[config.mk]
export PLATFORM = sky130hd
export DESIGN_NAME = mprc_front
export DESIGN_NICKNAME = d
export VERILOG_FILES = /design/src/rtl/mprc_pkg.sv /design/src/rtl/mprc_front.sv
export SDC_FILE = /design/constraint.sdc
export NUM_CORES = 1
export LEC_CHECK = 0
export ABC_AREA = 0
export CAP_MARGIN = 20
export CORE_AREA = 4 4 178 180
export DETAILED_ROUTE_END_ITERATION = 8
export DIE_AREA = 0 0 182 184
export DONT_BUFFER_PORTS = 1
export PLACE_DENSITY = 0.57
export SYNTH_ARGS = -nofsm -noshare
export SYNTH_HDL_FRONTEND = slang
export SYNTH_SLANG_ARGS = --single-unit
[constraint.sdc]
create_clock -name aclk -period 12.12 [get_ports aclk]
set_input_delay 2.424 -clock aclk [delete_from_list [all_inputs] [get_ports aclk]]
set_output_delay 2.424 -clock aclk [all_outputs]
set_load 0.03 [all_outputs]
[src/rtl/mprc_pkg.sv]
// Shared types, constants and helper functions for the macro primitive rotation block.
// Used by every module under rtl except mprc_checker; depends on nothing else.
package mprc_pkg;

    // Default parameter values.
    localparam int FRAC_BITS_DEF    = 16;
    localparam int CORDIC_STEPS_DEF = 18;

    // Fixed arithmetic constants.
    localparam int ANG_FRAC    = 24;
    localparam int GUARD       = 8;
    localparam int ATAN_LEN    = 30;
    localparam int QUEUE_DEPTH = 2;

    // Working widths: point operand, angle, CORDIC register, rounded result, offset, wide sum.
    localparam int PW  = 35;
    localparam int ZW  = 33;
    localparam int CW  = 46;
    localparam int RW  = CW - GUARD;
    localparam int OW  = 34;
    localparam int SW  = 40;

    // Stream widths.
    localparam int S_TDATA_W = 224;
    localparam int S_TUSER_W = 2;
    localparam int M_TDATA_W = 104;

    // Primitive kinds carried in the input tuser.
    typedef enum logic [1:0] {
        CMD_CIRCLE  = 2'd0,
        CMD_VECTOR  = 2'd1,
        CMD_CENTER  = 2'd2,
        CMD_LOWLEFT = 2'd3
    } cmd_t;

    // Exposure codes; every other code toggles.
    localparam logic [1:0] EXP_OFF = 2'd0;
    localparam logic [1:0] EXP_ON  = 2'd1;

    // One classified primitive, handed from the front to the back.
    typedef struct packed {
        cmd_t                    cmd;
        logic                    exposed;
        logic signed [31:0]      w;
        logic signed [31:0]      h;
        logic signed [31:0]      ax;
        logic signed [31:0]      ay;
        logic signed [31:0]      bx;
        logic signed [31:0]      by;
        logic signed [ZW-1:0]    z;
        logic                    neg;
    } q_entry_t;

    // Rotation unit request and response.
    typedef struct packed {
        logic                 start;
        logic signed [PW-1:0] x;
        logic signed [PW-1:0] y;
        logic                 extra;
        logic signed [ZW-1:0] z;
        logic                 neg;
    } rot_req_t;

    typedef struct packed {
        logic                 done;
        logic signed [RW-1:0] rx;
        logic signed [RW-1:0] ry;
    } rot_rsp_t;

    // Perpendicular offset unit request and response.
    typedef struct packed {
        logic                 start;
        logic signed [RW-1:0] x1;
        logic signed [RW-1:0] y1;
        logic signed [RW-1:0] x2;
        logic signed [RW-1:0] y2;
        logic signed [31:0]   w;
    } norm_req_t;

    typedef struct packed {
        logic                 done;
        logic signed [OW-1:0] ox;
        logic signed [OW-1:0] oy;
    } norm_rsp_t;

    // Arctangent of 2^-i in degrees, Q.24.
    function automatic logic signed [ZW-1:0] atan_q24(input logic [4:0] idx);
        logic signed [ZW-1:0] v;
        unique case (idx)
            5'd0:  v = 33'sd754974720;
            5'd1:  v = 33'sd445687602;
            5'd2:  v = 33'sd235489089;
            5'd3:  v = 33'sd119537938;
            5'd4:  v = 33'sd60000934;
            5'd5:  v = 33'sd30029717;
            5'd6:  v = 33'sd15018523;
            5'd7:  v = 33'sd7509720;
            5'd8:  v = 33'sd3754917;
            5'd9:  v = 33'sd1877466;
            5'd10: v = 33'sd938734;
            5'd11: v = 33'sd469367;
            5'd12: v = 33'sd234684;
            5'd13: v = 33'sd117342;
            5'd14: v = 33'sd58671;
            5'd15: v = 33'sd29335;
            5'd16: v = 33'sd14668;
            5'd17: v = 33'sd7334;
            5'd18: v = 33'sd3667;
            5'd19: v = 33'sd1833;
            5'd20: v = 33'sd917;
            5'd21: v = 33'sd458;
            5'd22: v = 33'sd229;
            5'd23: v = 33'sd115;
            5'd24: v = 33'sd57;
            5'd25: v = 33'sd29;
            5'd26: v = 33'sd14;
            5'd27: v = 33'sd7;
            5'd28: v = 33'sd4;
            5'd29: v = 33'sd2;
            default: v = '0;
        endcase
        return v;
    endfunction

    // Clamp a wide signed value to the signed 32-bit range.
    function automatic logic [31:0] sat32(input logic signed [SW-1:0] v);
        logic [31:0] r;
        if (v > 40'sd2147483647) begin
            r = 32'h7FFF_FFFF;
        end else if (v < -40'sd2147483648) begin
            r = 32'h8000_0000;
        end else begin
            r = v[31:0];
        end
        return r;
    endfunction

endpackage

[src/rtl/mprc_front.sv]
// Front end: accepts primitive words, updates the exposure bit and reduces the angle.
// Depends on mprc_pkg; feeds mprc_queue.
module mprc_front #(
    parameter int FRAC_BITS = mprc_pkg::FRAC_BITS_DEF
) (
    input  logic                               aclk,
    input  logic                               aresetn,
    input  logic                               s_tvalid,
    output logic                               s_tready,
    input  logic [mprc_pkg::S_TDATA_W-1:0]     s_tdata,
    input  logic [mprc_pkg::S_TUSER_W-1:0]     s_tuser,
    output logic                               q_push,
    input  logic                               q_full,
    output mprc_pkg::q_entry_t                 q_wdata
);

    localparam int AW = 36;
    localparam logic [AW-1:0] FULLQ = AW'(360) << FRAC_BITS;
    localparam logic signed [AW-1:0] FULLS  = FULLQ;
    localparam logic signed [AW-1:0] HALFS  = FULLQ >> 1;
    localparam logic signed [AW-1:0] QUARTS = FULLQ >> 2;
    localparam int KQ  = (FRAC_BITS < 17) ? 18 - FRAC_BITS : 1;
    localparam int JW  = (KQ > 1) ? $clog2(KQ) : 1;
    localparam int ZSH = mprc_pkg::ANG_FRAC - FRAC_BITS;

    typedef enum logic [5:0] {
        F_IDLE = 6'b000001,
        F_MOD  = 6'b000010,
        F_WRAP = 6'b000100,
        F_HALF = 6'b001000,
        F_FOLD = 6'b010000,
        F_PUSH = 6'b100000
    } f_state_t;

    f_state_t            state_reg, state_next;
    mprc_pkg::q_entry_t  ent_reg;
    logic [AW-1:0]       m_reg;
    logic signed [AW-1:0] r_reg;
    logic                asign_reg;
    logic [JW-1:0]       j_reg;
    logic                exp_reg, exp_next;

    logic signed [25:0]  ang_in;
    logic signed [AW-1:0] ang_ext;
    logic [AW-1:0]       step_sub;
    logic signed [AW-1:0] r_fold;
    logic signed [AW-1:0] z_sh;
    logic                fold_neg;

    assign s_tready = (state_reg == F_IDLE);
    assign q_push   = (state_reg == F_PUSH) && !q_full;
    assign q_wdata  = ent_reg;

    assign ang_in   = $signed(s_tdata[219:194]);
    assign ang_ext  = AW'(ang_in);
    assign step_sub = FULLQ << j_reg;

    // Quadrant fold into [-90, 90] degrees.
    always_comb begin
        r_fold   = r_reg;
        fold_neg = 1'b0;
        if (r_reg > QUARTS) begin
            r_fold   = r_reg - HALFS;
            fold_neg = 1'b1;
        end else if (r_reg < -QUARTS) begin
            r_fold   = r_reg + HALFS;
            fold_neg = 1'b1;
        end
        z_sh = r_fold <<< ZSH;
    end

    // Exposure bit update on an accepted word.
    always_comb begin
        exp_next = exp_reg;
        if (s_tvalid && s_tready) begin
            if (s_tdata[1:0] == mprc_pkg::EXP_OFF) begin
                exp_next = 1'b0;
            end else if (s_tdata[1:0] == mprc_pkg::EXP_ON) begin
                exp_next = 1'b1;
            end else begin
                exp_next = !exp_reg;
            end
        end
    end

    // Sequencer for the angle reduction steps.
    always_comb begin
        state_next = state_reg;
        unique case (state_reg)
            F_IDLE: if (s_tvalid) state_next = F_MOD;
            F_MOD:  if (j_reg == '0) state_next = F_WRAP;
            F_WRAP: state_next = F_HALF;
            F_HALF: state_next = F_FOLD;
            F_FOLD: state_next = F_PUSH;
            F_PUSH: if (!q_full) state_next = F_IDLE;
            default: state_next = F_IDLE;
        endcase
    end

    always_ff @(posedge aclk) begin
        if (!aresetn) begin
            state_reg <= F_IDLE;
            exp_reg   <= 1'b0;
        end else begin
            state_reg <= state_next;
            exp_reg   <= exp_next;
        end
    end

    // Payload path: capture, truncated remainder by restoring subtraction, then wrap and fold.
    always_ff @(posedge aclk) begin
        unique case (state_reg)
            F_IDLE: begin
                ent_reg.cmd     <= mprc_pkg::cmd_t'(s_tuser[1:0]);
                ent_reg.exposed <= exp_next;
                ent_reg.w       <= $signed(s_tdata[33:2]);
                ent_reg.h       <= $signed(s_tdata[65:34]);
                ent_reg.ax      <= $signed(s_tdata[97:66]);
                ent_reg.ay      <= $signed(s_tdata[129:98]);
                ent_reg.bx      <= $signed(s_tdata[161:130]);
                ent_reg.by      <= $signed(s_tdata[193:162]);
                asign_reg       <= ang_in[25];
                m_reg           <= ang_in[25] ? AW'(-ang_ext) : AW'(ang_ext);
                j_reg           <= JW'(KQ - 1);
            end
            F_MOD: begin
                if (m_reg >= step_sub) begin
                    m_reg <= m_reg - step_sub;
                    r_reg <= asign_reg ? -$signed(m_reg - step_sub)
                                       : $signed(m_reg - step_sub);
                end else begin
                    r_reg <= asign_reg ? -$signed(m_reg) : $signed(m_reg);
                end
                if (j_reg != '0) j_reg <= j_reg - 1'b1;
            end
            F_WRAP: if (r_reg < 0) r_reg <= r_reg + FULLS;
            F_HALF: if (r_reg > HALFS) r_reg <= r_reg - FULLS;
            F_FOLD: begin
                ent_reg.z   <= z_sh[mprc_pkg::ZW-1:0];
                ent_reg.neg <= fold_neg;
            end
            F_PUSH: ;
            default: ;
        endcase
    end

endmodule

==> qor.yml, run 1 <==
nets: 1222
dp_hpwl_mm: 28.30
hold_violations: 0
cts-root-buf: "clkbuf_16"
die_h_um: 184
status: "finished clean"
synth_seq_cells: 302
vdd_drop_max_mv: 0.1129
hp-class: "register to register"
cts_hold_buf: 0
layout-drive-gt1-share: 0.09109
synth.avg_cell_area_um2: 13.78
synth_area_leaders: "edfxtp_1 68%, xor2_1 3.1%, ha_1 2.6%, o21ai_0 2.6%, xnor2_1 2.5%"
cts.path.max_buffers: 3
p_sw_uw: 1214
ctsHtreeMaxLevel: 1
grt_pass1_vias: 7512
internal_power_uw: 2216
cts_tree: "built"
post-route-util: 0.4848
grt-ovfl-total: 0
io_pins: 461
critPathCaptureType: "output port"
cp_cell_sequence: "nor4b_1 -> clkbuf_4"
fin_skew_ns: 0.01373
async_flop_share: 0
dp_slack_ns: 6.701
syn_area_um2: 13100
largest_reg_flops: 221
synth_top_area_share: 0.6761
cts_buffers: 30
post-route-cell-area_um2: 14640
post-route-drc-count: 0
routed_wl_mm: 36.47
place_congestion: 0.9261
routedWlPerCell_um: 26.14
yosysWarnings: 0
die_w_um: 182
syn-instance-count: 951
p_seq_frac: 0.552
power_density_nw_per_um2: 234.4
num_rows: 64
swShare: 0.3539
min_period_ns: 5.423
setup_slack_ns: 6.697
via_per_inst: 5.582
worstSkewPairLatency_ns: 0.55
clk_pin_slew_ns: 0.06
port_buffers: 0
slowest_delay_ns: 0.29
cp.required_ns: 9.70
fp.coreArea_um2: 30190
clkPwrFrac: 0.281
period_share: 0.4475
final_antenna_net_count: 0
synth_ff_type: "edfxtp_1"
postCtsSetupBuffers: 0
slew_viol_final: 0
drv_cap: 0
rsz0062_at_grt: "no"
cts_resized: 0
crit_buf_inv: 1
grt_pass1_wl_mm: 51.32
tns_ns: 0
die_area_um2: 33490
yosys.area.top_type: "edfxtp_1"
area_delta_synth_final_pct: 11.71
p_leak_uw: 0.005020
fmax_mhz: 184.4
crit_fanout: 2
synth_edf_count: 295
critPathLaunchType: "primary input"
grt_max_degree: 76
grtUsageTotal: 0.2029
setup_violations: 0
arrival_ns: 3.00
synth_seq_area_share: 0.6868
initial_core_util: 0.4340
antenna_found_initial: 13
placed_cell_area_um2: 13570
worstMarginPinSlew_ns: 0.9551
vias: 7787
p_comb_frac: 0.167
slowest_stage: "nor4b_1"
relSlewSlack: 0.3633
synth_cell_type_count: 76
firstDrtPassIters: 5
path_delay_family: "simple AND/OR/NAND/NOR gates"
worstSetupPathType: "primary input to output port"
drtIter0Drc: 630
cts_sinks: 302
power.total_uw: 3431
[cell usage after synthesis (all sizes together) (5+ instances only)]
master,number
and2,6
o22ai,6
o211ai,10
nand3,11
inv,24
nand4,9
o31ai,14
ha,27
nor2,71
o21ai,69
mux2i,7
nand2,79
edfxtp,295
nor3,10
nand2b,7
or3,11
dfxtp,7
clkbuf,27
nor2b,5
a21o,5
a211oi,7
a21oi,43
xnor2,37
buf,11
or2,6
o21a,5
xor2,46
or4,16
o41ai,10
nor4,13
[final timing paths]
kind                 end         start  depth (start not counted)  slack (ns)
max               q_push        q_full                          2        6.70
min          q_wdata[21]     r_reg[12]                          0        0.45
max reg2reg    r_reg[34]  state_reg[1]                         12        7.92
min reg2reg  q_wdata[21]     r_reg[12]                          0        0.45
[power by group through the flow]
stage	registers (uW)	logic (uW)	clock network, uW
after floorplan	1890	439	0
after global placement	1910	568	0
after detailed placement	1920	575	0
after CTS	1900	577	985
after global routing	1910	644	1040
final	1890	574	964
[cell usage in the layout (no fill, tap or decap), types with 7 or more instances in the layout]
master     netlist  final
nor2_1          71     71
o31ai_1         14     13
nand3_1         11     11
a21oi_1         43     42
inv_1           24     23
xor2_1          46     46
nor3_1           9      9
or3_1           10     10
dfxtp_1          7      7
diode_2          0     11
conb_1           1      8
edfxtp_1       295    295
nand2_1         79     79
nor4_1          12     12
nand4_1          9      9
mux2i_1          7      7
buf_4            8     10
xnor2_1         37     37
clkbuf_16        0     30
o41ai_1          8      8
o211ai_1         9      9
o21ai_0         67     67
ha_1            27     27
or4_1           12     12
[layout make-up]
class / instances / area [um2]
Tap cell: 396 / 495.5
Clock buffer: 33 / 762.0
Timing Repair Buffer: 12 / 92.59
Antenna cell: 11 / 27.53
Inverter: 24 / 90.09
Clock inverter: 23 / 275.3
Sequential cell: 302 / 8999
Multi-Input combinational cell: 594 / 3895
Fill cell: 2599 / 15550
[stage by stage]
step	cells	hold WS (ns)
5_1_grt	1395	0.4563
6_report	1395	0.4459
4_1_cts	1384	0.4487
3_5_place_dp	1328	0.4341
3_3_place_gp	1327	0.4215
2_1_floorplan	958	0.4177
[logic make-up after synthesis]
kind of cell / count (synthesis) / synth area share
flip-flops: 302 / 0.6868
buffers and inverters: 62 / 0.02015
adder cells (fa/ha/maj): 28 / 0.02731
AO/OA/AOI/OAI: 204 / 0.1008
AND/OR/NAND/NOR: 263 / 0.1029
other: 1 / 0.0002862
multiplexers: 8 / 0.006207
XOR/XNOR: 83 / 0.05548
[per-layer routing]
layer,vias to the layer above,wire (um),GRT usage
li1,3675,-,-
met1,3775,15180,0.2730
met3,41,2858,0.06272
met5,-,27,0
met2,292,17800,0.3221
met4,4,595,0.05674
Power figures use the tool's default switching activity.
==> run 2, diff against run 1 <==
CORE_AREA = 4 4 176 178   (was 4 4 178 180)
DIE_AREA = 0 0 180 182   (was 0 0 182 184)
PLACE_DENSITY = 0.6   (was 0.57)
clock period = 4.4 ns   (was 12.12 ns; I/O delays follow)
==> run 2 against run 1 <==
Net effect:
- clock skew hardly changed
- clock power rose to 2.5 times the previous value
- design area fell by 0.37%
- non-clock buffer count grew 7
- critical path depth up 8
- total power grew to 2.7 times the previous value
- first-iteration DRC count up 4.1%
- combinational power increased to 2.8 times the previous value
- critical endpoint is now r_reg[34]
- highest routed layer is now met4
- sequential share of layout area is 0.23 points higher
==> qor.yml, run 2 (same netlist as run 1, synthesis figures left out) <==
dp_hpwl_mm: 28.28
grt_pass1_wl_mm: 51.28
hold_violations: 0
final_antenna_net_count: 0
fin_skew_ns: 0.01389
cts_buffers: 30
whs_endpoint: "asign_reg"
cts_sinks: 302
cts.path.max_buffers: 3
post-route-drc-count: 0
hp-class: "primary input to register"
die_h_um: 182
worstSetupPathType: "register to register"
worstReg2RegStart: "state_reg[1]"
num_rows: 63
cts_hold_buf: 0
routed_wl_mm: 35.89
fmax_mhz: 267.9
min_from: "s_tdata[219]"
largest_reg_flops: 221
swShare: 0.3550
grt_pass1_vias: 7368
drv_cap: 0
fp.coreArea_um2: 29400
setup_slack_ns: 0.6672
crit_start: "state_reg[1]"
holdPathStages: 0
area_delta_synth_final_pct: 11.30
antenna_found_initial: 17
cts_resized: 0
clkPwrFrac: 0.263
critPathCaptureType: "register"
place_congestion: 0.9348
relSlewSlack: 0.4105
clk_pin_slew_ns: 0.07
initial_core_util: 0.4456
port_buffers: 0
p_leak_uw: 0.005004
layout-drive-gt1-share: 0.08981
grt-ovfl-total: 0
ff2ff_path_depth: 10
critPathLaunchType: "register"
arrival_ns: 4.02
worst-r2r-setup-slack_ns: 0.67
p_comb_frac: 0.173
tns_ns: 0
p_sw_uw: 3277
slew_viol_final: 0
worstSkewPairLatency_ns: 0.55
nets: 1229
firstDrtPassIters: 5
postCtsSetupBuffers: 0
rsz0062_at_grt: "no"
status: "finished clean"
vias: 7832
seqCellArea_um2: 8999
cts_tree: "built"
power_density_nw_per_um2: 633.0
drtIter0Drc: 656
grt_max_degree: 68
worstMarginPinSlew_ns: 0.8842
internal_power_uw: 5954
p_seq_frac: 0.564
vdd_drop_max_mv: 0.3192
grtUsageTotal: 0.2073
routedWlPerCell_um: 25.74
via_per_inst: 5.618
crit_fanout: 8
io_pins: 461
min_period_ns: 3.733
period_share: 0.8484
mostFrequentLayoutCells: "295 x edfxtp_1, 79 x nand2_1, 71 x nor2_1"
ctsHtreeMaxLevel: 1
cts-root-buf: "clkbuf_16"
setup_violations: 0
dp_slack_ns: 0.7359
regToRegEndpoint: "r_reg[34]"
layout_commonest_cell: "edfxtp_1"
cp.required_ns: 4.68
fillers: 2517
multi_input_area_um2: 3895
die_w_um: 180
die_area_um2: 32760
-- run 2: cell count changes in the layout (fill, tap and decap cells not counted), moves of 2 or more --
cell / previous run / this run
inv_6: 5 / 1
bufinv_16: 5 / 2
clkinv_1: 5 / 7
clkbuf_1: 3 / 5
diode_2: 11 / 13
buf_4: 10 / 18
-- run 2: area by class of cell --
type	count	area share
Sequential cell	302	0.6171
Clock inverter	16	0.009438
Timing Repair Buffer	19	0.01004
Clock buffer	36	0.05448
Antenna cell	13	0.002231
Tap cell	390	0.03346
Multi-Input combinational cell	594	0.2671
Inverter	24	0.006178
-- run 2: per-stage QoR --
step	std cells	hold slack (ns)	util	power, uW	area, um2
6_report	1394	0.4245	0.4960	9231	14580
5_1_grt	1388	0.3887	0.4955	9687	14570
4_1_cts	1381	0.3952	0.4949	9306	14550
3_5_place_dp	1329	0.4403	0.4632	6858	13620
3_3_place_gp	1328	0.4377	0.4628	6826	13610
2_1_floorplan	958	0.4177	-	6298	13140
-- run 2: routing by layer --
layer	part of all wire	GRT usage	wire length, um	up-vias
li1	-	-	-	3675
met1	0.42	0.2863	15230	3808
met2	0.49	0.3255	17440	321
met3	0.076	0.05589	2728	28
met4	0.014	0.06035	489	0
met5	0	0	0	-
-- run 2: how the worst max path moves through the flow --
stage,end,slack [ns]
floorplan,m_reg[10],0.50
global placement,m_reg[23],0.78
detailed placement,r_reg[22],0.74
CTS,r_reg[34],0.71
global route,r_reg[34],0.40
finish,r_reg[34],0.67
-- run 2: worst max-delay path, cell delays in order (launching register included) --
cell and delay [ns]:
dfxtp_1 0.37, nor4_1 0.42, nand3b_1 0.33, ha_1 0.33
or4_1 0.55, a21oi_1 0.16, nor2_1 0.10, a2111oi_0 0.69
o21ai_0 0.24, mux2i_1 0.23, a21oi_1 0.06
-- run 2: power by group through the flow --
stage,logic [uW],clock network [uW],registers [uW]
6_report,1600,2430,5200
5_1_grt,1790,2630,5260
4_1_cts,1600,2500,5210
3_5_place_dp,1590,0,5270
3_3_place_gp,1570,0,5250
2_1_floorplan,1210,0,5090
==> run 3, diff against run 2 <==
ABC_AREA = 1   (was 0)
CORE_AREA = 4 4 179 181   (was 4 4 176 178)
DIE_AREA = 0 0 183 185   (was 0 0 180 182)
PLACE_DENSITY = 0.61   (was 0.6)
clock period = 3.4 ns   (was 4.4 ns; I/O delays follow)
==> run 3 against run 2 <==
Net effect:
- sequential share of layout area is 2.9 points lower
- count of clock-buffer cells in the layout up 1
- critical path depth is 7 higher
- critical endpoint is now r_reg[30]
- largest power group unchanged
- highest routed layer is now met5
==> qor.yml, run 3 <==
fin_hold_ws_ns: 0.2113
cts_hold_buf: 0
layout_commonest_cell: "edfxtp_1"
worstSetupPathType: "register to register"
fp.coreArea_um2: 30430
routedWlPerCell_um: 23.93
synth_most_common_cell: "edfxtp_1"
synth_top_area_share: 0.6415
drv_cap: 0
via_per_inst: 5.426
synth_cell_type_count: 55
layout-drive-gt1-share: 0.09020
p_seq_frac: 0.548
slowest_delay_ns: 0.39
syn_area_um2: 13810
swShare: 0.3183
routed_wl_mm: 40.48
place_congestion: 0.9420
hold_violations: 0
grt_max_degree: 148
die_area_um2: 33860
cts_tree: "built"
slowest_stage: "ha_1"
die_w_um: 183
async_flop_share: 0
status: "finished clean"
post-route-drc-count: 0
synth_ff_type: "edfxtp_1"
syn-instance-count: 1242
arrival_ns: 3.28
mostFrequentLayoutCells: "295 x edfxtp_1, 243 x nand2_1, 121 x inv_1"
cp.required_ns: 3.71
fmax_mhz: 336.2
port_buffers: 0
ys_top_cells_by_count: "295 x edfxtp_1, 244 x nand2_1, 125 x inv_1, 114 x nor2_1, 79 x o21ai_0"
setup_violations: 0
hp-class: "primary input to register"
synth_seq_area_share: 0.6517
antenna_found_initial: 13
crit_fanout: 6
grt-ovfl-total: 0
power_density_nw_per_um2: 681.1
path_common_cell: "nand2_1"
num_rows: 64
synth_edf_count: 295
clkPwrFrac: 0.313
cts_buffers: 30
cts.path.max_buffers: 3
placed_cell_area_um2: 14300
slew_viol_final: 0
min_period_ns: 2.975
postCtsSetupBuffers: 0
cts_resized: 0
synth_seq_cells: 302
relSlewSlack: 0.4259
dp_slack_ns: 0.4491
cts_sinks: 302
nets: 1521
grtUsageTotal: 0.2273
p_sw_uw: 3318
die_h_um: 185
critPathLaunchType: "register"
area_delta_synth_final_pct: 10.86
tns_ns: 0
p_leak_uw: 0.005941
grt_pass1_wl_mm: 57.70
rsz0062_at_grt: "no"
initial_core_util: 0.4538
cts-root-buf: "clkbuf_16"
io_pins: 461
vias: 9181
synth.avg_cell_area_um2: 11.12
worstMarginPinSlew_ns: 0.8603
critPathCaptureType: "register"
cp_cell_sequence: "inv_1 -> nor4_4 -> inv_1 -> ha_1 -> nand2_1 -> o21ai_0 -> nand3_1 -> nand2_1 -> nand3_1 -> nand2_1 -> nand2_1 -> nand2_1 -> nand2_1 -> nand2_1 -> a21oi_1 -> o21ai_0 -> nand2_1"
yosys.area.top_type: "edfxtp_1"
post-route-cell-area_um2: 15310
yosysWarnings: 0
ctsHtreeMaxLevel: 1
dp_hpwl_mm: 32.72
grt_pass1_vias: 8568
vdd_drop_max_mv: 0.3687
period_share: 0.8750
internal_power_uw: 7107
setup_slack_ns: 0.4252
firstDrtPassIters: 6
clk_pin_slew_ns: 0.07
worstSkewPairLatency_ns: 0.56
p_comb_frac: 0.139
synth_area_leaders: "edfxtp_1 64%, nand2_1 6.6%, inv_1 3.4%, nor2_1 3.1%, o21ai_0 2.9%"
largest_reg_flops: 221
drtIter0Drc: 671
post-route-util: 0.5030
fin_skew_ns: 0.02380
final_antenna_net_count: 0
[run 3: changes by cell type after synthesis, moves of 10 or more]
cell / change
nor2_1: +43
clkbuf_1: -10
nand2_1: +165
nand3_1: +51
xnor2_1: -27
o21ai_0: +12
inv_1: +101
xor2_1: -14
a21oi_1: +14
nand2_2: +14
or4_1: -11
or3_1: -10
nor3_1: +13
o31ai_1: -11
[run 3: cell type report]
type                       count  area [um2]
timing repair buffer          14       117.6
inverter                     128       484.2
antenna                       10       25.02
fill                        2694       15120
sequential                   302        9002
clock buffer                  37       777.0
multi-input combinational    787        4195
tap                          396       495.5
clock inverter                18       210.2
[run 3: power groups by stage]
stage	combinational [uW]	sequential, uW	clock [uW]
final	1450	5710	3270
after global routing	1650	5750	3530
after CTS	1450	5710	3340
after detailed placement	1440	5790	0
after global placement	1430	5780	0
after floorplan	1120	5680	0
[run 3: layer usage]
| metal | track usage | part of all wire |
|---|---|---|
| met5 | 0 | 0.00067 |
| met4 | 0.03248 | 0.011 |
| met2 | 0.3621 | 0.46 |
| met3 | 0.06383 | 0.10 |
| met1 | 0.3223 | 0.42 |
[run 3: through the flow]
stage                     instances  power, uW
after global placement         1627       7207
after global routing           1683      10930
after floorplan                1249       6798
after CTS                      1682      10510
after detailed placement       1627       7228
final                          1692      10430
[run 3: worst paths after layout]
check	slack, ns	depth (start not counted)	from	to
worst min-delay path	0.21	0	s_tdata[78]	q_wdata[142]
worst min register to register	0.46	0	r_reg[15]	q_wdata[24]
worst max register to register	0.43	17	state_reg[3]	r_reg[30]
worst max-delay path	0.43	17	state_reg[3]	r_reg[30]
[run 3: worst max-delay path: cells and delay by family, from the launching register on]
| family | cells | cell delay [ns] |
|---|---|---|
| buffers and inverters | 2 | 0.29 |
| AO/OA/AOI/OAI | 3 | 0.47 |
| adder cells (fa/ha/maj) | 1 | 0.39 |
| flip-flops | 1 | 0.37 |
| AND/OR/NAND/NOR | 11 | 1.20 |
[run 3: cell families after synthesis]
group	after synthesis	share of synthesized area
other	1	0.0002716
XOR/XNOR	43	0.02782
AND/OR/NAND/NOR	532	0.1767
adder cells (fa/ha/maj)	28	0.02591
buffers and inverters	160	0.04721
flip-flops	302	0.6517
AO/OA/AOI/OAI	176	0.07041
